## src/rtl/assert_macros.svh

```systemverilog
// Assertion helpers for the lexer block.
`ifndef ASSERT_MACROS_SVH
`define ASSERT_MACROS_SVH
// Implication check, clocked and disabled during reset.
`define AST_IMP(label, clk, rst_n, a, c) \
    label: assert property (@(posedge clk) disable iff (!rst_n) (a) |-> (c)) \
        else $error("assertion failed");
// Next-cycle implication check.
`define AST_NXT(label, clk, rst_n, a, c) \
    label: assert property (@(posedge clk) disable iff (!rst_n) (a) |=> (c)) \
        else $error("assertion failed");
`endif

```

## src/rtl/stl_pkg.sv

```systemverilog
//------------------------------------------------------------------------------
// stl_pkg
// Shared types, codes and keyword table for the source text lexer.
//------------------------------------------------------------------------------
`default_nettype none
package stl_pkg;
    localparam int MAX_LEN     = 256;
    localparam int OFFSET_BITS = 16;
    localparam int LEN_BITS    = $clog2(MAX_LEN + 1);
    localparam int WORD_KEEP   = 10;
    localparam int NUM_KW      = 14;

    localparam logic [2:0] K_KEYWORD = 3'd0;
    localparam logic [2:0] K_IDENT   = 3'd1;
    localparam logic [2:0] K_NUMBER  = 3'd2;
    localparam logic [2:0] K_STRING  = 3'd3;
    localparam logic [2:0] K_OPER    = 3'd4;
    localparam logic [2:0] K_ERROR   = 3'd5;
    localparam logic [2:0] K_END     = 3'd6;

    localparam logic [2:0] E_NONE    = 3'd0;
    localparam logic [2:0] E_UNKNOWN = 3'd1;
    localparam logic [2:0] E_COMMENT = 3'd2;
    localparam logic [2:0] E_STRING  = 3'd3;
    localparam logic [2:0] E_LONG    = 3'd4;

    localparam logic [4:0] OP_PLUS_GT  = 5'd15;
    localparam logic [4:0] OP_MINUS_GT = 5'd16;
    localparam logic [4:0] OP_STAR_GT  = 5'd17;
    localparam logic [4:0] OP_SLASH_GT = 5'd18;
    localparam logic [4:0] OP_POW      = 5'd19;

    // character class from the front end
    typedef enum logic [2:0] {
        C_SPACE, C_ALPHA, C_DIGIT, C_QUOTE, C_OPER, C_OTHER
    } t_cls;

    typedef struct packed {
        logic [7:0]             ch;
        logic                   last;
        t_cls                   cls;
        logic                   under;
        logic [4:0]             op;
        logic [OFFSET_BITS-1:0] off;
    } t_item;

    typedef struct packed {
        logic [2:0]             kind;
        logic [3:0]             kw;
        logic [4:0]             op;
        logic [OFFSET_BITS-1:0] start;
        logic [LEN_BITS-1:0]    len;
        logic [2:0]             err;
        logic                   last;
    } t_rec;

    typedef logic [WORD_KEEP*8-1:0] t_word;

    function automatic t_word kw_word(input int k);
        case (k)
            0:  kw_word = {"let",        56'd0};
            1:  kw_word = {"set",        56'd0};
            2:  kw_word = {"check",      40'd0};
            3:  kw_word = "othercheck";
            4:  kw_word = {"other",      40'd0};
            5:  kw_word = {"echo",       48'd0};
            6:  kw_word = {"loop",       48'd0};
            7:  kw_word = {"stop",       48'd0};
            8:  kw_word = {"funcdo",     32'd0};
            9:  kw_word = {"done",       48'd0};
            10: kw_word = {"run",        56'd0};
            11: kw_word = {"catch",      40'd0};
            12: kw_word = {"module",     32'd0};
            default: kw_word = {"return", 32'd0};
        endcase
    endfunction

    function automatic logic [3:0] kw_len(input int k);
        case (k)
            0, 1, 10:          kw_len = 4'd3;
            2, 4, 11:          kw_len = 4'd5;
            3:                 kw_len = 4'd10;
            5, 6, 7, 9:        kw_len = 4'd4;
            default:           kw_len = 4'd6;
        endcase
    endfunction
endpackage
`default_nettype wire

```

## src/rtl/stl_front.sv

```systemverilog
//------------------------------------------------------------------------------
// stl_front
// Accepts bytes, classifies them, tags offsets and fills a two-entry queue.
//------------------------------------------------------------------------------
`default_nettype none
module stl_front (
    input  wire logic          i_clk,
    input  wire logic          i_rst_n,
    input  wire logic          i_valid,
    output logic               o_stall,
    input  wire logic [7:0]    i_source_byte,
    input  wire logic          i_final_byte,
    output logic               o_q_valid,
    output stl_pkg::t_item     o_q_item,
    input  wire logic          i_q_pop
);
    logic [stl_pkg::OFFSET_BITS-1:0] r_off;
    stl_pkg::t_item r_q [2];
    logic [1:0] r_cnt;
    logic r_rd, r_wr;
    stl_pkg::t_item w_item;
    logic w_push;

    always_comb begin
        w_item       = '0;
        w_item.ch    = i_source_byte;
        w_item.last  = i_final_byte;
        w_item.off   = r_off;
        w_item.under = (i_source_byte == 8'h5f);
        w_item.cls   = stl_pkg::C_OTHER;
        case (i_source_byte) inside
            8'd32, [8'd9:8'd13]:       w_item.cls = stl_pkg::C_SPACE;
            ["a":"z"], ["A":"Z"]:      w_item.cls = stl_pkg::C_ALPHA;
            ["0":"9"]:                 w_item.cls = stl_pkg::C_DIGIT;
            8'h22:                     w_item.cls = stl_pkg::C_QUOTE;
            "=", "+", "-", ">", "*", "/", ",", "{", "}", ":", ";", "(", ")", "[", "]":
                w_item.cls = stl_pkg::C_OPER;
            default:                   w_item.cls = stl_pkg::C_OTHER;
        endcase
        case (i_source_byte)
            "=": w_item.op = 5'd0;   "+": w_item.op = 5'd1;
            "-": w_item.op = 5'd2;   ">": w_item.op = 5'd3;
            "*": w_item.op = 5'd4;   "/": w_item.op = 5'd5;
            ",": w_item.op = 5'd6;   "{": w_item.op = 5'd7;
            "}": w_item.op = 5'd8;   ":": w_item.op = 5'd9;
            ";": w_item.op = 5'd10;  "(": w_item.op = 5'd11;
            ")": w_item.op = 5'd12;  "[": w_item.op = 5'd13;
            "]": w_item.op = 5'd14;
            default: w_item.op = 5'd0;
        endcase
    end

    assign o_stall   = (r_cnt == 2'd2);
    assign w_push    = i_valid && !o_stall;
    assign o_q_valid = (r_cnt != 2'd0);
    assign o_q_item  = r_q[r_rd];

    always_ff @(posedge i_clk) begin
        if (!i_rst_n) begin
            r_off <= '0;
            r_cnt <= '0;
            r_rd  <= 1'b0;
            r_wr  <= 1'b0;
        end else begin
            if (w_push) begin
                r_q[r_wr] <= w_item;
                r_wr      <= !r_wr;
                r_off     <= i_final_byte ? '0 : r_off + 1'b1;
            end
            if (i_q_pop) r_rd <= !r_rd;
            r_cnt <= r_cnt + {1'b0, w_push} - {1'b0, i_q_pop};
        end
    end
endmodule
`default_nettype wire

```

## src/rtl/stl_back.sv

```systemverilog
//------------------------------------------------------------------------------
// stl_back
// Lexer state machine; emits up to three records per byte, one per cycle while not stalled.
//------------------------------------------------------------------------------
`default_nettype none
module stl_back (
    input  wire logic          i_clk,
    input  wire logic          i_rst_n,
    input  wire logic          i_q_valid,
    input  stl_pkg::t_item     i_q_item,
    output logic               o_q_pop,
    output logic               o_valid,
    output stl_pkg::t_rec      o_rec,
    input  wire logic          i_stall
);
    typedef enum logic [3:0] {
        M_IDLE, M_WORD, M_NUMBER, M_SLASH, M_OPSEEN, M_LINE,
        M_BLOCK, M_BLOCK_STAR, M_STRING, M_ERROR
    } t_mode;

    localparam int LB = stl_pkg::LEN_BITS;
    localparam int OB = stl_pkg::OFFSET_BITS;
    localparam logic [LB-1:0] MAXL = LB'(stl_pkg::MAX_LEN);

    t_mode r_mode, n_mode;
    stl_pkg::t_word r_word, n_word;
    logic [OB-1:0] r_start, n_start;
    logic [LB-1:0] r_len, n_len;
    logic [4:0] r_pend, n_pend;
    logic [7:0] r_pch, n_pch;
    // records for the current byte, drained one per cycle unless the output is stalled
    stl_pkg::t_rec r_buf [3];
    logic [1:0] r_nbuf, r_ibuf;
    logic r_ov;
    stl_pkg::t_rec r_out;

    stl_pkg::t_rec w_r [3];
    logic [1:0] w_n;
    logic w_out_free, w_busy;
    stl_pkg::t_item it;
    logic [OB-1:0] w_next_off;

    function automatic stl_pkg::t_rec mk(input logic [2:0] k, input logic [3:0] kw,
            input logic [4:0] op, input logic [OB-1:0] s, input logic [LB-1:0] l,
            input logic [2:0] e);
        stl_pkg::t_rec r;
        r.kind = k; r.kw = kw; r.op = op; r.start = s; r.len = l; r.err = e;
        r.last = 1'b0;
        return r;
    endfunction

    function automatic stl_pkg::t_rec word_rec(input stl_pkg::t_word w,
            input logic [OB-1:0] s, input logic [LB-1:0] l);
        stl_pkg::t_rec r;
        r = mk(stl_pkg::K_IDENT, 4'd0, 5'd0, s, l, stl_pkg::E_NONE);
        for (int k = stl_pkg::NUM_KW - 1; k >= 0; k--) begin
            if (l == LB'(stl_pkg::kw_len(k)) && w == stl_pkg::kw_word(k)) begin
                r.kind = stl_pkg::K_KEYWORD;
                r.kw   = 4'(k);
            end
        end
        return r;
    endfunction

    assign it         = i_q_item;
    assign w_busy     = (r_ibuf != r_nbuf);
    assign w_out_free = !r_ov || !i_stall;
    assign o_q_pop    = i_q_valid && !w_busy;
    assign w_next_off = it.off + 1'b1;

    always_comb begin
        logic idle_go;
        n_mode = r_mode; n_word = r_word; n_start = r_start; n_len = r_len;
        n_pend = r_pend; n_pch = r_pch;
        w_r[0] = '0; w_r[1] = '0; w_r[2] = '0;
        w_n = 2'd0;
        idle_go = 1'b0;
        case (r_mode)
            M_WORD: begin
                if (it.cls == stl_pkg::C_ALPHA || it.cls == stl_pkg::C_DIGIT || it.under) begin
                    if (r_len >= MAXL) begin
                        w_r[w_n] = mk(stl_pkg::K_ERROR, 4'd0, 5'd0, r_start, '0,
                                      stl_pkg::E_LONG);
                        w_n = w_n + 2'd1; n_mode = M_ERROR;
                    end else begin
                        if (r_len < LB'(stl_pkg::WORD_KEEP))
                            n_word[8*(stl_pkg::WORD_KEEP-1-32'(r_len)) +: 8] = it.ch;
                        n_len = r_len + 1'b1;
                    end
                end else begin
                    w_r[w_n] = word_rec(r_word, r_start, r_len);
                    w_n = w_n + 2'd1; idle_go = 1'b1;
                end
            end
            M_NUMBER: begin
                if (it.cls == stl_pkg::C_DIGIT || it.ch == ".") begin
                    if (r_len >= MAXL) begin
                        w_r[w_n] = mk(stl_pkg::K_ERROR, 4'd0, 5'd0, r_start, '0,
                                      stl_pkg::E_LONG);
                        w_n = w_n + 2'd1; n_mode = M_ERROR;
                    end else n_len = r_len + 1'b1;
                end else begin
                    w_r[w_n] = mk(stl_pkg::K_NUMBER, 4'd0, 5'd0, r_start, r_len,
                                  stl_pkg::E_NONE);
                    w_n = w_n + 2'd1; idle_go = 1'b1;
                end
            end
            M_SLASH: begin
                if (it.ch == "/") n_mode = M_LINE;
                else if (it.ch == "*") n_mode = M_BLOCK;
                else if (it.ch == ">") begin
                    w_r[w_n] = mk(stl_pkg::K_OPER, 4'd0, stl_pkg::OP_SLASH_GT, r_start,
                                  LB'(2), stl_pkg::E_NONE);
                    w_n = w_n + 2'd1; n_mode = M_IDLE;
                end else begin
                    w_r[w_n] = mk(stl_pkg::K_OPER, 4'd0, 5'd5, r_start, LB'(1),
                                  stl_pkg::E_NONE);
                    w_n = w_n + 2'd1; idle_go = 1'b1;
                end
            end
            M_OPSEEN: begin
                if (it.ch == ">") begin
                    w_r[w_n] = mk(stl_pkg::K_OPER, 4'd0,
                                  r_pch == "+" ? stl_pkg::OP_PLUS_GT :
                                  r_pch == "-" ? stl_pkg::OP_MINUS_GT : stl_pkg::OP_STAR_GT,
                                  r_start, LB'(2), stl_pkg::E_NONE);
                    w_n = w_n + 2'd1; n_mode = M_IDLE;
                end else if (r_pch == "*" && it.ch == "*") begin
                    w_r[w_n] = mk(stl_pkg::K_OPER, 4'd0, stl_pkg::OP_POW, r_start,
                                  LB'(2), stl_pkg::E_NONE);
                    w_n = w_n + 2'd1; n_mode = M_IDLE;
                end else begin
                    w_r[w_n] = mk(stl_pkg::K_OPER, 4'd0, r_pend, r_start, LB'(1),
                                  stl_pkg::E_NONE);
                    w_n = w_n + 2'd1; idle_go = 1'b1;
                end
            end
            M_LINE:       if (it.ch == 8'h0a) n_mode = M_IDLE;
            M_BLOCK:      if (it.ch == "*") n_mode = M_BLOCK_STAR;
            M_BLOCK_STAR: begin
                if (it.ch == "/") n_mode = M_IDLE;
                else if (it.ch != "*") n_mode = M_BLOCK;
            end
            M_STRING: begin
                if (it.cls == stl_pkg::C_QUOTE) begin
                    w_r[w_n] = mk(stl_pkg::K_STRING, 4'd0, 5'd0, r_start, r_len,
                                  stl_pkg::E_NONE);
                    w_n = w_n + 2'd1; n_mode = M_IDLE;
                end else if (r_len >= MAXL) begin
                    w_r[w_n] = mk(stl_pkg::K_ERROR, 4'd0, 5'd0, r_start, '0,
                                  stl_pkg::E_LONG);
                    w_n = w_n + 2'd1; n_mode = M_ERROR;
                end else n_len = r_len + 1'b1;
            end
            M_ERROR: ;
            default: idle_go = 1'b1;
        endcase
        if (idle_go) begin
            n_mode = M_IDLE;
            case (it.cls)
                stl_pkg::C_SPACE: ;
                stl_pkg::C_ALPHA: begin
                    n_word = '0;
                    n_word[8*stl_pkg::WORD_KEEP-1 -: 8] = it.ch;
                    n_start = it.off; n_len = LB'(1); n_mode = M_WORD;
                end
                stl_pkg::C_DIGIT: begin
                    n_start = it.off; n_len = LB'(1); n_mode = M_NUMBER;
                end
                stl_pkg::C_QUOTE: begin
                    n_start = w_next_off; n_len = '0; n_mode = M_STRING;
                end
                stl_pkg::C_OPER: begin
                    if (it.ch == "/") begin
                        n_start = it.off; n_mode = M_SLASH;
                    end else if (it.ch == "+" || it.ch == "-" || it.ch == "*") begin
                        n_pch = it.ch; n_pend = it.op; n_start = it.off;
                        n_mode = M_OPSEEN;
                    end else begin
                        w_r[w_n] = mk(stl_pkg::K_OPER, 4'd0, it.op, it.off, LB'(1),
                                      stl_pkg::E_NONE);
                        w_n = w_n + 2'd1;
                    end
                end
                default: begin
                    w_r[w_n] = mk(stl_pkg::K_ERROR, 4'd0, 5'd0, it.off, '0,
                                  stl_pkg::E_UNKNOWN);
                    w_n = w_n + 2'd1; n_mode = M_ERROR;
                end
            endcase
        end
        if (it.last) begin
            case (n_mode)
                M_WORD: begin
                    w_r[w_n] = word_rec(n_word, n_start, n_len); w_n = w_n + 2'd1;
                end
                M_NUMBER: begin
                    w_r[w_n] = mk(stl_pkg::K_NUMBER, 4'd0, 5'd0, n_start, n_len,
                                  stl_pkg::E_NONE);
                    w_n = w_n + 2'd1;
                end
                M_SLASH: begin
                    w_r[w_n] = mk(stl_pkg::K_OPER, 4'd0, 5'd5, n_start, LB'(1),
                                  stl_pkg::E_NONE);
                    w_n = w_n + 2'd1;
                end
                M_OPSEEN: begin
                    w_r[w_n] = mk(stl_pkg::K_OPER, 4'd0, n_pend, n_start, LB'(1),
                                  stl_pkg::E_NONE);
                    w_n = w_n + 2'd1;
                end
                M_BLOCK, M_BLOCK_STAR: begin
                    w_r[w_n] = mk(stl_pkg::K_ERROR, 4'd0, 5'd0, n_start, '0,
                                  stl_pkg::E_COMMENT);
                    w_n = w_n + 2'd1;
                end
                M_STRING: begin
                    w_r[w_n] = mk(stl_pkg::K_ERROR, 4'd0, 5'd0, n_start, '0,
                                  stl_pkg::E_STRING);
                    w_n = w_n + 2'd1;
                end
                default: ;
            endcase
            w_r[w_n] = mk(stl_pkg::K_END, 4'd0, 5'd0, w_next_off, '0, stl_pkg::E_NONE);
            w_n = w_n + 2'd1;
            n_mode = M_IDLE; n_word = '0; n_start = '0; n_len = '0;
            n_pend = '0; n_pch = '0;
        end
        if (w_n != 2'd0) w_r[w_n - 2'd1].last = 1'b1;
    end

    assign o_valid = r_ov;
    assign o_rec   = r_out;

    always_ff @(posedge i_clk) begin
        if (!i_rst_n) begin
            r_mode <= M_IDLE; r_word <= '0; r_start <= '0; r_len <= '0;
            r_pend <= '0; r_pch <= '0;
            r_nbuf <= '0; r_ibuf <= '0; r_ov <= 1'b0;
        end else begin
            // output slot refills from the buffer whenever it frees up
            if (w_out_free) r_ov <= w_busy;
            if (w_busy) begin
                if (w_out_free) begin
                    r_out  <= r_buf[r_ibuf];
                    r_ibuf <= r_ibuf + 2'd1;
                end
            end else if (o_q_pop) begin
                r_mode <= n_mode; r_word <= n_word; r_start <= n_start;
                r_len <= n_len; r_pend <= n_pend; r_pch <= n_pch;
                r_buf[0] <= w_r[0]; r_buf[1] <= w_r[1]; r_buf[2] <= w_r[2];
                r_nbuf <= w_n;
                r_ibuf <= 2'd0;
            end
        end
    end
endmodule
`default_nettype wire

```

## src/rtl/source_text_lexer.sv

```systemverilog
//------------------------------------------------------------------------------
// source_text_lexer
// Streaming tokenizer: source bytes in, token records out.
//------------------------------------------------------------------------------
// Input channel: one source byte per request with a final-byte flag; accepted
// when i_valid is high and o_stall is low. Output channel: one token record
// per request; taken when o_valid is high and i_stall is low.
// A front end classifies each byte and tags its offset into a two-entry
// queue; the back end runs the lexer state machine on one byte, buffers the
// zero to three records that byte causes and drains them one per cycle,
// while the receiver does not stall, through a registered output stage.
// A record passes the queue entry, the record buffer and the output register
// before it shows. The back end takes one byte per cycle while bytes yield no
// record; a byte with records holds the back end until they are drained.
// o_run_last marks the final record a byte caused; the final byte always
// ends with an end-of-input record.
// Reset (synchronous, active low) empties the queue and output stage and
// returns the lexer to idle at offset 0. A stalled receiver holds the output
// record steady; the queue then fills and o_stall rises.
//------------------------------------------------------------------------------
`default_nettype none
`include "assert_macros.svh"
module source_text_lexer (
    input  wire logic        i_clk,
    input  wire logic        i_rst_n,
    input  wire logic        i_valid,
    output logic             o_stall,
    input  wire logic [7:0]  i_source_byte,
    input  wire logic        i_final_byte,
    output logic             o_valid,
    input  wire logic        i_stall,
    output logic [2:0]       o_token_kind,
    output logic [3:0]       o_keyword_number,
    output logic [4:0]       o_operator_code,
    output logic [15:0]      o_token_start,
    output logic [8:0]       o_token_length,
    output logic [2:0]       o_error_code,
    output logic             o_run_last
);
    logic           w_q_valid, w_q_pop;
    stl_pkg::t_item w_q_item;
    stl_pkg::t_rec  w_rec;

    stl_front u_front (
        .i_clk, .i_rst_n, .i_valid, .o_stall, .i_source_byte, .i_final_byte,
        .o_q_valid(w_q_valid), .o_q_item(w_q_item), .i_q_pop(w_q_pop)
    );

    stl_back u_back (
        .i_clk, .i_rst_n, .i_q_valid(w_q_valid), .i_q_item(w_q_item),
        .o_q_pop(w_q_pop), .o_valid, .o_rec(w_rec), .i_stall
    );

    assign o_token_kind     = w_rec.kind;
    assign o_keyword_number = w_rec.kw;
    assign o_operator_code  = w_rec.op;
    assign o_token_start    = w_rec.start;
    assign o_token_length   = w_rec.len;
    assign o_error_code     = w_rec.err;
    assign o_run_last       = w_rec.last;

    // queue never pops while empty
    `AST_IMP(a_pop_nonempty, i_clk, i_rst_n, w_q_pop, w_q_valid)
    // a stalled record stays in place
    `AST_NXT(a_hold, i_clk, i_rst_n, o_valid && i_stall, o_valid && $stable(w_rec))
    // end records always close a byte's run
    `AST_IMP(a_end_last, i_clk, i_rst_n, o_valid && o_token_kind == stl_pkg::K_END,
             o_run_last)
endmodule
`default_nettype wire
```

## config.mk

```make
export PLATFORM = sky130hd
export DESIGN_NAME = source_text_lexer
export DESIGN_NICKNAME = d
export VERILOG_FILES = /design/src/rtl/stl_pkg.sv /design/src/rtl/stl_front.sv /design/src/rtl/stl_back.sv /design/src/rtl/source_text_lexer.sv
export VERILOG_INCLUDE_DIRS = /design/src /design/src/rtl
export SDC_FILE = /design/constraint.sdc
export NUM_CORES = 1
export LEC_CHECK = 0
export BUFFER_PORTS_ARGS = -buffer_cell sky130_fd_sc_hd__clkbuf_2
export CORE_ASPECT_RATIO = 0.8
export CORE_MARGIN = 5
export CORE_UTILIZATION = 30
export CTS_CLUSTER_DIAMETER = 150
export DETAILED_ROUTE_END_ITERATION = 8
export PLACE_DENSITY_LB_ADDON = 0.08
export REMOVE_ABC_BUFFERS = 1
export SLEW_MARGIN = 5
export SYNTH_ARGS = -nofsm -noshare
export SYNTH_HDL_FRONTEND = slang
export SYNTH_HIERARCHICAL = 1
export SYNTH_SLANG_ARGS = --single-unit
```

## constraint.sdc

```tcl
create_clock -name i_clk -period 8.9 [get_ports i_clk]
set_input_delay 1.335 -clock i_clk [delete_from_list [all_inputs] [get_ports i_clk]]
set_output_delay 1.335 -clock i_clk [all_outputs]
set_load 0.01 [all_outputs]
```

==> results.sh, run 1 <==
export IMPL_status="completed"
export IMPL_rows=92
export IMPL_fin_skew_ns=0.0206
export IMPL_fp_dieW_um=324
export IMPL_start_util_pct=30.2
export IMPL_p_leak_uw=0.00854
export IMPL_combinationalPowerShare_pct=47.6
export IMPL_synth_top_area_share_pct=28.9
export IMPL_synth_top_family_by_area="simple AND/OR/NAND/NOR gates"
export IMPL_syn_area_per_cell_um2=8.96
export IMPL_wire_per_inst_um=28.3
export IMPL_drtIter0Drc=2467
export IMPL_min_to="u_back/r_word[19]$_SDFFE_PN0P_"
export IMPL_synthSimpleGateAreaFrac_pct=26.9
export IMPL_met3_usage_pct=7.23
export IMPL_reg2reg_depth=19
export IMPL_io_pins=56
export IMPL_drc=0
export IMPL_grtUsageMet2_pct=32.7
export IMPL_relSlewSlack_pct=8.69
export IMPL_cp_max_fo=12
export IMPL_fillers=8164
export IMPL_drt_pass1_iter_count=6
export IMPL_hold_start="u_back/r_word[19]$_SDFFE_PN0P_"
export IMPL_peakVddDrop_mv=0.207
export IMPL_grt_busiest_layer="met1"
export IMPL_r2r_end="u_back/r_buf[0][38]$_DFFE_PP_"
export IMPL_hold_path_depth=2
export IMPL_grt_max_degree=86
export IMPL_drive_above_1_share_pct=11.2
export IMPL_rr_startpoint="u_back/r_len[2]$_SDFFE_PN0P_"
export IMPL_yosys_register_bits=376
export IMPL_postCtsSetupBuffers=0
export IMPL_vias=22200
export IMPL_async_reset_ff_share_pct=0
export IMPL_synth_xor_area_share_pct=1.62
export IMPL_antenna_cells=0
export IMPL_routed_wl_um=105000
export IMPL_crit_path_end_kind="register"
export IMPL_die_area_um2=84800
export IMPL_vias_per_cell=6.01
export IMPL_synthTopCellsByCount="nand2_1 (302), edfxtp_1 (228), nor2_1 (177), o21ai_0 (155), clkbuf_1 (154)"
export IMPL_final_nets=2663
export IMPL_cp_required_ns=9.34
export IMPL_syn_inst=2647
export IMPL_finalSetupViolCount=0
export IMPL_routabilityCongestion=0.970
export IMPL_pwr_share_clk_pct=22.5
export IMPL_clk_latency_ns=0.60
export IMPL_synthMuxAreaShare_pct=5.83
export IMPL_dpl_hpwl_um=77300
export IMPL_met1_usage_pct=36.4
export IMPL_synthAdderAreaFrac_pct=1.32
export IMPL_tritoncts="yes"
export IMPL_synth_compound_area_share_pct=19.2
export IMPL_ant_nets=0
export IMPL_fmax_ghz=0.125
export IMPL_area_growth_syn_to_layout_pct=11.6
export IMPL_grt_total_usage_pct=23.8
export IMPL_core_area_um2=78600
export IMPL_internal_power_uw=4360
export IMPL_ys_warnings_count=6
export IMPL_tightest_slew_ns=1.36
export IMPL_postCtsHoldBufs=0
export IMPL_cts_resized=0
export IMPL_clock_sinks=376
export IMPL_cp_arrival_ns=8.44
export IMPL_clock_path_buffers=3
export IMPL_root_buffer="clkbuf_16"
export IMPL_synth_area_leader_cell="edfxtp_1"
export IMPL_grt_pass1_wl_um=150000
export IMPL_final_setup_tns_ns=0
export IMPL_critical_path_class="register to register"
export IMPL_worst_setup_path_start_kind="register"
export IMPL_r2r_setup_slack_ns=0.91
export IMPL_finalHoldViolations=0
export IMPL_swShare_pct=45.9
export IMPL_power_density_nw_per_um2=304
export IMPL_io_buffers=55
export IMPL_p_switching_uw=3700
export IMPL_finalCritPeriodShare_pct=89.8
export IMPL_synthTopCellsByArea="edfxtp_1 (29%), dfxtp_1 (12%), nand2_1 (4.8%)"
export IMPL_antenna_found_initial=11
export IMPL_h_tree_depth=2
export IMPL_seqPwrFrac_pct=29.9
export IMPL_min_period_ns=7.99
export IMPL_gr_total_overflow=0
export IMPL_path_clk_slew_ns=0.06
export IMPL_ys_flop_type="edfxtp_1"
export IMPL_cts_buffers=43
export IMPL_grt_pass1_vias=20900
export IMPL_die_y_um=261
export IMPL_ys_types=96
export IMPL_netlist_area_um2=23700
export IMPL_post_synth_top_count_cell="nand2_1"
export IMPL_ys_seq_area_share_pct=41.4
export IMPL_synth_edff_count=228
export IMPL_finalPower_uw=8060
export IMPL_rsz0062_at_grt="false"
export IMPL_finalMaxSlewViolations=0
export IMPL_holdCritPathClass="register to register"
export IMPL_drv_cap=0
registers in the layout (all words and copies together), names as in the netlist, 4 cells and up, named ones only:
name / count
u_back/o_rec: 41
u_back/r_buf: 121
u_back/r_len: 9
u_back/r_mode: 4
u_back/r_pch: 8
u_back/r_pend: 5
u_back/r_start: 16
u_back/r_word: 80
u_front/r_off: 16
u_front/r_q: 66
critical path, cell delays in order, from the launching register on:
cell      delay, ns
dfxtp_1        0.43
inv_1          0.20
ha_1           0.29
nor2b_4        0.09
or4_4          0.52
a221oi_4       0.43
nand4_1        0.21
ha_1           0.37
nor4bb_1       0.35
nand3_1        0.32
nor3_1         0.64
mux2i_1        0.41
nor4_2         0.98
mux2i_1        0.80
nor4_1         0.17
nor2b_1        0.24
a32oi_1        0.45
o22ai_1        0.13
or4_1          0.59
a31oi_1        0.20
power by group through the flow:
stage / clock (uW) / sequential (uW) / combinational [uW]
2_1_floorplan: 0 / 2520 / 2060
3_5_place_dp: 0 / 2450 / 3750
3_3_place_gp: 0 / 2440 / 3770
4_1_cts: 1880 / 2410 / 3770
6_report: 1810 / 2410 / 3840
5_1_grt: 1950 / 2440 / 4080
kinds of logic (layout without fill, tap and decap cells):
| logic type | count (synthesis) | count (layout) |
|---|---|---|
| and+or+nand+nor | 1187 | 1187 |
| adders and majority gates | 25 | 25 |
| buffers and inverters | 225 | 238 |
| other | 1 | 1 |
| AOI/OAI and AO/OA | 658 | 658 |
| muxes | 132 | 132 |
| DFF | 376 | 376 |
| xor gates and xnor gates | 43 | 43 |
per-stage QoR:
step	worst slack [ns]	std cells	instance area, um^2	utilization (%)	hold slack, ns
finish	0.906	3694	26500	33.7	0.461
CTS	1.20	3694	26500	33.7	0.467
floorplan	1.89	2464	23000	-	0.440
global route	0.530	3694	26500	33.7	0.488
global placement	1.20	3614	25100	31.9	0.451
detailed placement	1.22	3614	25100	31.9	0.461
cell type report:
cell class | instances | area, um^2 | share of cell area (%)
Multi-Input combinational cell | 2046 | 13100 | 49.3
Clock buffer | 54 | 1130 | 4.26
Clock inverter | 26 | 279 | 1.05
Inverter | 42 | 158 | 0.596
Tap cell | 1034 | 1290 | 4.89
Timing Repair Buffer | 116 | 736 | 2.78
Sequential cell | 376 | 9810 | 37.1
cell usage in the layout, fill, tap and decap left out, types with 17 or more instances in the layout:
cell type / netlist / final
clkbuf_2: 0 / 54
and2_1: 56 / 55
xnor2_1: 20 / 20
o211ai_1: 17 / 17
o21a_1: 17 / 17
mux2i_1: 87 / 87
nor3_1: 84 / 82
edfxtp_1: 228 / 228
clkbuf_16: 0 / 43
or4_1: 21 / 21
or3_1: 30 / 30
a32o_1: 18 / 18
o221ai_1: 19 / 19
a21boi_0: 32 / 32
dfxtp_1: 148 / 145
and3_1: 37 / 36
nand4_1: 60 / 60
mux2_2: 44 / 43
a21oi_1: 93 / 91
buf_4: 3 / 62
nor4_1: 53 / 53
nand3_1: 113 / 113
inv_1: 41 / 41
a22o_1: 41 / 41
nor2_1: 177 / 173
ha_1: 25 / 25
nor2b_1: 100 / 100
xor2_1: 22 / 22
nand2b_1: 26 / 26
o31ai_1: 20 / 20
nand2_1: 302 / 301
a22oi_1: 90 / 90
o21ai_0: 155 / 155
routing by layer:
metal / vias to the layer above / part of all wire [%]
li1: 9984 / -
met1: 11100 / 48
met2: 1006 / 40
met3: 137 / 10
met4: 4 / 1.9
met5: - / 0.022
worst max-delay path by stage:
stage / start / endpoint / slack, ns
floorplan: register / u_back/r_buf[1][13]$_DFFE_PP_ / 1.89
global placement: u_back/r_len[1]$_SDFFE_PN0P_ / u_back/r_buf[1][38]$_DFFE_PP_ / 1.20
detailed placement: u_back/r_len[2]$_SDFFE_PN0P_ / u_back/r_buf[1][38]$_DFFE_PP_ / 1.22
CTS: u_back/r_len[1]$_SDFFE_PN0P_ / u_back/r_buf[0][38]$_DFFE_PP_ / 1.20
global route: u_back/r_len[2]$_SDFFE_PN0P_ / u_back/r_buf[0][38]$_DFFE_PP_ / 0.53
finish: u_back/r_len[2]$_SDFFE_PN0P_ / u_back/r_buf[0][38]$_DFFE_PP_ / 0.91
No activity file was read; power rests on OpenSTA's default activity.
==> run 2: changes to the inputs <==
--- a/config.mk
+++ b/config.mk
@@ -14,7 +14,7 @@
 export DETAILED_ROUTE_END_ITERATION = 8
 export PLACE_DENSITY_LB_ADDON = 0.08
 export REMOVE_ABC_BUFFERS = 1
-export SLEW_MARGIN = 5
+export SLEW_MARGIN = 40
 export SYNTH_ARGS = -nofsm -noshare
 export SYNTH_HDL_FRONTEND = slang
 export SYNTH_HIERARCHICAL = 1
==> constraint.sdc (replaced) <==
create_clock -name i_clk -period 7.1 [get_ports i_clk]
set_input_delay 1.065 -clock i_clk [delete_from_list [all_inputs] [get_ports i_clk]]
set_output_delay 1.065 -clock i_clk [all_outputs]
set_load 0.01 [all_outputs]
==> run 2 against run 1 <==
Effect of this change: total power increased by 31%; sequential share of layout area decreased by 1.0 points; non-clock buffer count increased by 64; highest routed layer unchanged; routed wire length increased by 2.8%; sequential cell count unchanged; critical path depth increased by 4; largest power group unchanged; clock skew decreased by 0.0021 ns; largest cell class unchanged; global-route usage increased by 0.83 points.
==> results.sh, run 2 (synthesized netlist as in run 1, its figures left out) <==
export IMPL_worst_slack_ns=0.262
export IMPL_fin_util_pct=34.6
export IMPL_finalCritPeriodShare_pct=96.3
export IMPL_hold_start="u_back/r_word[70]$_SDFFE_PN0P_"
export IMPL_rsz0062_at_grt="false"
export IMPL_cp_arrival_ns=7.15
export IMPL_clock_path_buffers=3
export IMPL_final_cell_mix="nand2_1 (301), edfxtp_1 (228), nor2_1 (172)"
export IMPL_r2r_setup_slack_ns=0.26
export IMPL_reg_top3="u_back/r_buf x121, u_back/r_word x80, u_front/r_q x66"
export IMPL_start_util_pct=30.2
export IMPL_min_to="u_back/r_word[70]$_SDFFE_PN0P_"
export IMPL_postCtsHoldBufs=0
export IMPL_io_pins=56
export IMPL_routabilityCongestion=1.00
export IMPL_clock_sinks=376
export IMPL_tightest_slew_ns=0.905
export IMPL_io_buffers=55
export IMPL_status="completed"
export IMPL_cts_resized=0
export IMPL_cpPeakStageDelay_ns=0.56
export IMPL_largest_reg_flops=121
export IMPL_regMostFlops="u_back/r_buf"
export IMPL_die_y_um=261
export IMPL_vias_per_cell=6.00
export IMPL_grt_total_usage_pct=24.7
export IMPL_drv_cap=0
export IMPL_cts_buffers=44
export IMPL_rr_startpoint="u_back/r_len[2]$_SDFFE_PN0P_"
export IMPL_finalMaxSlewViolations=0
export IMPL_postCtsSetupBuffers=0
export IMPL_routed_wl_um=108000
export IMPL_worst_setup_path_start_kind="register"
export IMPL_design_area_um2=27200
export IMPL_grt_pass1_vias=21500
export IMPL_finalHoldViolations=0
export IMPL_wirelength_met1_um=53200
export IMPL_r2r_end="u_back/r_buf[0][38]$_DFFE_PP_"
export IMPL_final_common_cell="nand2_1"
export IMPL_ant_nets=0
export IMPL_fp_dieW_um=324
export IMPL_core_area_um2=78600
export IMPL_critPathMostFrequentCell="buf_4"
export IMPL_crit_path_end_kind="register"
export IMPL_drc=0
export IMPL_worstPathCellList="inv_1 -> ha_1 -> nor2b_4 -> or4_4 -> a221oi_4 -> buf_4 -> nand3_1 -> ha_1 -> nor4b_1 -> and3_1 -> nand3_1 -> mux2_4 -> nor2_2 -> buf_4 -> mux2_2 -> a211o_1 -> a211oi_1 -> buf_4 -> o211ai_1 -> buf_4 -> o22ai_1 -> or4_1 -> a31oi_1"
export IMPL_cp_required_ns=7.41
export IMPL_drive_above_1_share_pct=13.9
export IMPL_h_tree_depth=2
export IMPL_wire_per_inst_um=28.6
export IMPL_root_buffer="clkbuf_16"
export IMPL_critical_path_class="register to register"
export IMPL_peakVddDrop_mv=0.320
export IMPL_hold_path_depth=2
export IMPL_highest_layer="met5"
export IMPL_pre_cts_ws_ns=0.308
export IMPL_fin_skew_ns=0.0185
export IMPL_antenna_found_initial=4
export IMPL_p_leak_uw=0.00893
export IMPL_grt_pass1_wl_um=154000
export IMPL_rows=92
export IMPL_grt_max_degree=82
export IMPL_tritoncts="yes"
export IMPL_fillers=8206
export IMPL_power_density_nw_per_um2=388
export IMPL_drtIter0Drc=2414
export IMPL_area_growth_syn_to_layout_pct=14.8
export IMPL_post_dp_cell_area_um2=25600
export IMPL_die_area_um2=84800
export IMPL_dpl_hpwl_um=79200
export IMPL_final_nets=2728
export IMPL_vias=22600
export IMPL_path_clk_slew_ns=0.06
export IMPL_drt_pass1_iter_count=6
export IMPL_reg2reg_depth=23
export IMPL_wl_met3_um=10500
export IMPL_fmax_ghz=0.146
export IMPL_cpMaxStageDelayCell="mux2_4"
export IMPL_final_setup_tns_ns=0
export IMPL_min_period_ns=6.84
export IMPL_relSlewSlack_pct=39.0
export IMPL_met2WireLength_um=41600
export IMPL_clk_latency_ns=0.60
export IMPL_gr_total_overflow=0
export IMPL_finalSetupViolCount=0
export IMPL_cp_max_fo=9
export IMPL_holdCritPathClass="register to register"
-- run 2: where the power goes --
group          internal (uW)  switching (uW)
Combinational           1400            3680
Sequential              2880             125
Clock                   1460             997
Total                   5740            4800
-- run 2: worst max-delay path: cells and delay by family (launching register included) --
family          cells  cell delay (ns)
compound gates      6             1.38
fa+ha+maj           2             0.64
buf+inv             5             1.03
flops               1             0.31
mux                 2             0.89
simple gates        8             2.30
-- run 2: worst max-delay path by stage --
stage,start,end,slack [ns],cells past startpoint
finish,u_back/r_len[2]$_SDFFE_PN0P_,u_back/r_buf[0][38]$_DFFE_PP_,0.26,23
global route,u_back/r_len[1]$_SDFFE_PN0P_,u_back/r_buf[1][38]$_DFFE_PP_,0.02,21
CTS,u_back/r_len[4]$_SDFFE_PN0P_,u_back/r_buf[0][38]$_DFFE_PP_,0.27,21
detailed placement,u_back/r_len[4]$_SDFFE_PN0P_,u_back/r_buf[0][38]$_DFFE_PP_,0.31,21
global placement,u_back/r_len[4]$_SDFFE_PN0P_,u_back/r_buf[1][38]$_DFFE_PP_,0.18,18
floorplan,register,u_back/r_buf[1][13]$_DFFE_PP_,0.09,16
-- run 2: layout make-up --
class / instances / area, um^2 / area share (%)
clock inverter: 28 / 380 / 1.40
multi-input combinational: 2046 / 13200 / 48.4
tap: 1034 / 1290 / 4.76
antenna: 1 / 2.50 / 0.00920
clock buffer: 54 / 1160 / 4.26
sequential: 376 / 9810 / 36.1
inverter: 42 / 158 / 0.579
timing repair buffer: 180 / 1240 / 4.56
-- run 2: metrics by stage --
| step | hold slack (ns) | cells | total power, uW |
|---|---|---|---|
| 2_1_floorplan | 0.440 | 2464 | 5740 |
| 3_3_place_gp | 0.456 | 3677 | 8010 |
| 3_5_place_dp | 0.461 | 3678 | 8010 |
| 4_1_cts | 0.468 | 3760 | 10500 |
| 5_1_grt | 0.487 | 3760 | 11000 |
| 6_report | 0.467 | 3761 | 10500 |
-- run 2: layer usage --
| layer | global-route usage (%) | vias up |
|---|---|---|
| met5 | 0 | - |
| met1 | 38.3 | 11200 |
| met2 | 33.4 | 1096 |
| met3 | 7.05 | 154 |
| li1 | - | 10100 |
| met4 | 5.49 | 4 |
==> run 3: changes to the inputs <==
==> constraint.sdc (replaced) <==
create_clock -name i_clk -period 8.3 [get_ports i_clk]
set_input_delay 1.245 -clock i_clk [delete_from_list [all_inputs] [get_ports i_clk]]
set_output_delay 1.245 -clock i_clk [all_outputs]
set_load 0.01 [all_outputs]
==> run 3 against run 2 <==
Effect of this change: design area is 1.5% lower; count of clock-buffer cells in the layout is 4 higher; clock skew is 0.020 ns higher; sequential power is 14% lower.
==> results.sh, run 3 (synthesized netlist as in run 1, its figures left out) <==
export IMPL_grt_total_usage_pct=23.7
export IMPL_drive_above_1_share_pct=12.6
export IMPL_hold_path_depth=2
export IMPL_largest_reg_flops=121
export IMPL_start_util_pct=30.2
export IMPL_worst_setup_path_start_kind="register"
export IMPL_wire_per_inst_um=27.9
export IMPL_finalSetupViolCount=0
export IMPL_r2r_setup_slack_ns=0.87
export IMPL_reg2reg_depth=20
export IMPL_cts_resized=0
export IMPL_h_tree_depth=2
export IMPL_routabilityCongestion=0.992
export IMPL_cts_buffers=44
export IMPL_finalCritPeriodShare_pct=89.5
export IMPL_min_period_ns=7.43
export IMPL_finalPower_uw=8790
export IMPL_fmax_ghz=0.135
export IMPL_worstPathCellList="inv_1 -> ha_1 -> nor2b_4 -> o21ai_2 -> a221oi_4 -> nand3_1 -> ha_1 -> nor4b_1 -> and3_1 -> nand3_1 -> mux2_4 -> nor4_4 -> buf_4 -> mux2i_1 -> nand2_1 -> nor4_2 -> nand4_1 -> o31a_1 -> a31oi_1 -> o221ai_1"
export IMPL_postCtsSetupBuffers=0
export IMPL_antenna_found_initial=5
export IMPL_path_clk_slew_ns=0.06
export IMPL_crit_buf_inv=2
export IMPL_postCtsHoldBufs=0
export IMPL_holdCritPathClass="register to register"
export IMPL_tightest_slew_ns=0.904
export IMPL_finalMaxSlewViolations=0
export IMPL_vias=22300
export IMPL_cp_max_fo=13
export IMPL_regMostFlops="u_back/r_buf"
export IMPL_core_area_um2=78600
export IMPL_r2r_end="u_back/r_buf[1][38]$_DFFE_PP_"
export IMPL_reg_top3="u_back/r_buf x121, u_back/r_word x80, u_front/r_q x66"
export IMPL_drv_cap=0
export IMPL_grt_pass1_wl_um=150000
export IMPL_root_buffer="clkbuf_16"
export IMPL_crit_path_end_kind="register"
export IMPL_ant_nets=0
export IMPL_routed_wl_um=104000
export IMPL_place_inst=3632
export IMPL_rsz0062_at_grt="false"
export IMPL_finalHoldViolations=0
export IMPL_final_nets=2683
export IMPL_hold_start="u_back/r_word[69]$_SDFFE_PN0P_"
export IMPL_cp_required_ns=8.62
export IMPL_grt_max_degree=89
export IMPL_cpMaxStageDelayCell="nor4_2"
export IMPL_relSlewSlack_pct=39.2
export IMPL_fp_dieW_um=324
export IMPL_critical_path_class="register to register"
export IMPL_drtIter0Drc=2656
export IMPL_p_leak_uw=0.00871
export IMPL_rows=92
export IMPL_final_setup_tns_ns=0
export IMPL_critPathTopFamily="simple AND/OR/NAND/NOR gates"
export IMPL_final_cell_mix="nand2_1 (301), edfxtp_1 (228), nor2_1 (174)"
export IMPL_die_area_um2=84800
export IMPL_clk_latency_ns=0.62
export IMPL_grt_pass1_vias=21000
export IMPL_peakVddDrop_mv=0.260
export IMPL_drc=0
export IMPL_rr_startpoint="u_back/r_len[2]$_SDFFE_PN0P_"
export IMPL_final_common_cell="nand2_1"
export IMPL_cp_arrival_ns=7.75
export IMPL_final_cell_count_no_fill=3716
export IMPL_min_to="u_back/r_word[69]$_SDFFE_PN0P_"
export IMPL_clock_path_buffers=3
export IMPL_io_buffers=55
export IMPL_dpl_hpwl_um=75900
export IMPL_power_density_nw_per_um2=328
export IMPL_cpPeakStageDelay_ns=0.75
export IMPL_fin_skew_ns=0.0388
export IMPL_tritoncts="yes"
export IMPL_io_pins=56
export IMPL_gr_total_overflow=0
export IMPL_die_y_um=261
export IMPL_clock_sinks=376
export IMPL_drt_pass1_iter_count=6
export IMPL_area_growth_syn_to_layout_pct=13.0
export IMPL_vias_per_cell=5.99
export IMPL_status="completed"
-- run 3: per-stage QoR --
stage / hold slack [ns] / worst slack [ns] / util (%) / cell area [um^2]
final: 0.462 / 0.870 / 34.1 / 26800
after global routing: 0.501 / 0.467 / 34.1 / 26800
after CTS: 0.468 / 1.03 / 34.0 / 26700
after detailed placement: 0.459 / 1.07 / 32.2 / 25300
after global placement: 0.456 / 0.549 / 32.0 / 25200
after floorplan: 0.440 / 1.29 / - / 23000
-- run 3: worst reg2reg max path: cells and delay by family, from the launching register on --
kind            cells  cell delay, ns
simple gates        9            3.18
buf+inv             2            0.42
fa+ha+maj           2            0.65
mux                 2            0.98
flops               1            0.55
compound gates      5            1.36
-- run 3: area by class of cell --
| cell class | count | area [um^2] |
|---|---|---|
| Timing Repair Buffer | 135 | 891 |
| Clock buffer | 58 | 1200 |
| Inverter | 42 | 158 |
| Antenna cell | 1 | 2.50 |
| Clock inverter | 24 | 234 |
| Multi-Input combinational cell | 2046 | 13200 |
| Fill cell | 8161 | 51800 |
| Tap cell | 1034 | 1290 |
| Sequential cell | 376 | 9810 |
-- run 3: worst max-delay path by stage --
| stage | depth (start not counted) | endpoint | start |
|---|---|---|---|
| 3_5_place_dp | 20 | u_back/r_buf[1][38]$_DFFE_PP_ | u_back/r_len[2]$_SDFFE_PN0P_ |
| 4_1_cts | 20 | u_back/r_buf[1][38]$_DFFE_PP_ | u_back/r_len[2]$_SDFFE_PN0P_ |
| 5_1_grt | 20 | u_back/r_buf[1][38]$_DFFE_PP_ | u_back/r_len[2]$_SDFFE_PN0P_ |
| 6_report | 20 | u_back/r_buf[1][38]$_DFFE_PP_ | u_back/r_len[2]$_SDFFE_PN0P_ |
| 3_3_place_gp | 20 | u_back/r_buf[1][38]$_DFFE_PP_ | u_back/r_len[1]$_SDFFE_PN0P_ |
| 2_1_floorplan | 16 | u_back/r_buf[1][13]$_DFFE_PP_ | register |
-- run 3: power breakdown --
part,total (uW),internal (uW),switching (uW)
registers,2580,2460,115
logic,4230,1160,3070
clock network,1980,1120,864
-- run 3: routing by layer --
layer	vias up	GRT usage (%)	part of all wire, %
met5	-	0	0.026
met4	4	5.61	2.4
met2	907	33.3	40
li1	10000	-	-
met3	150	4.58	7.8
met1	11200	37.2	50
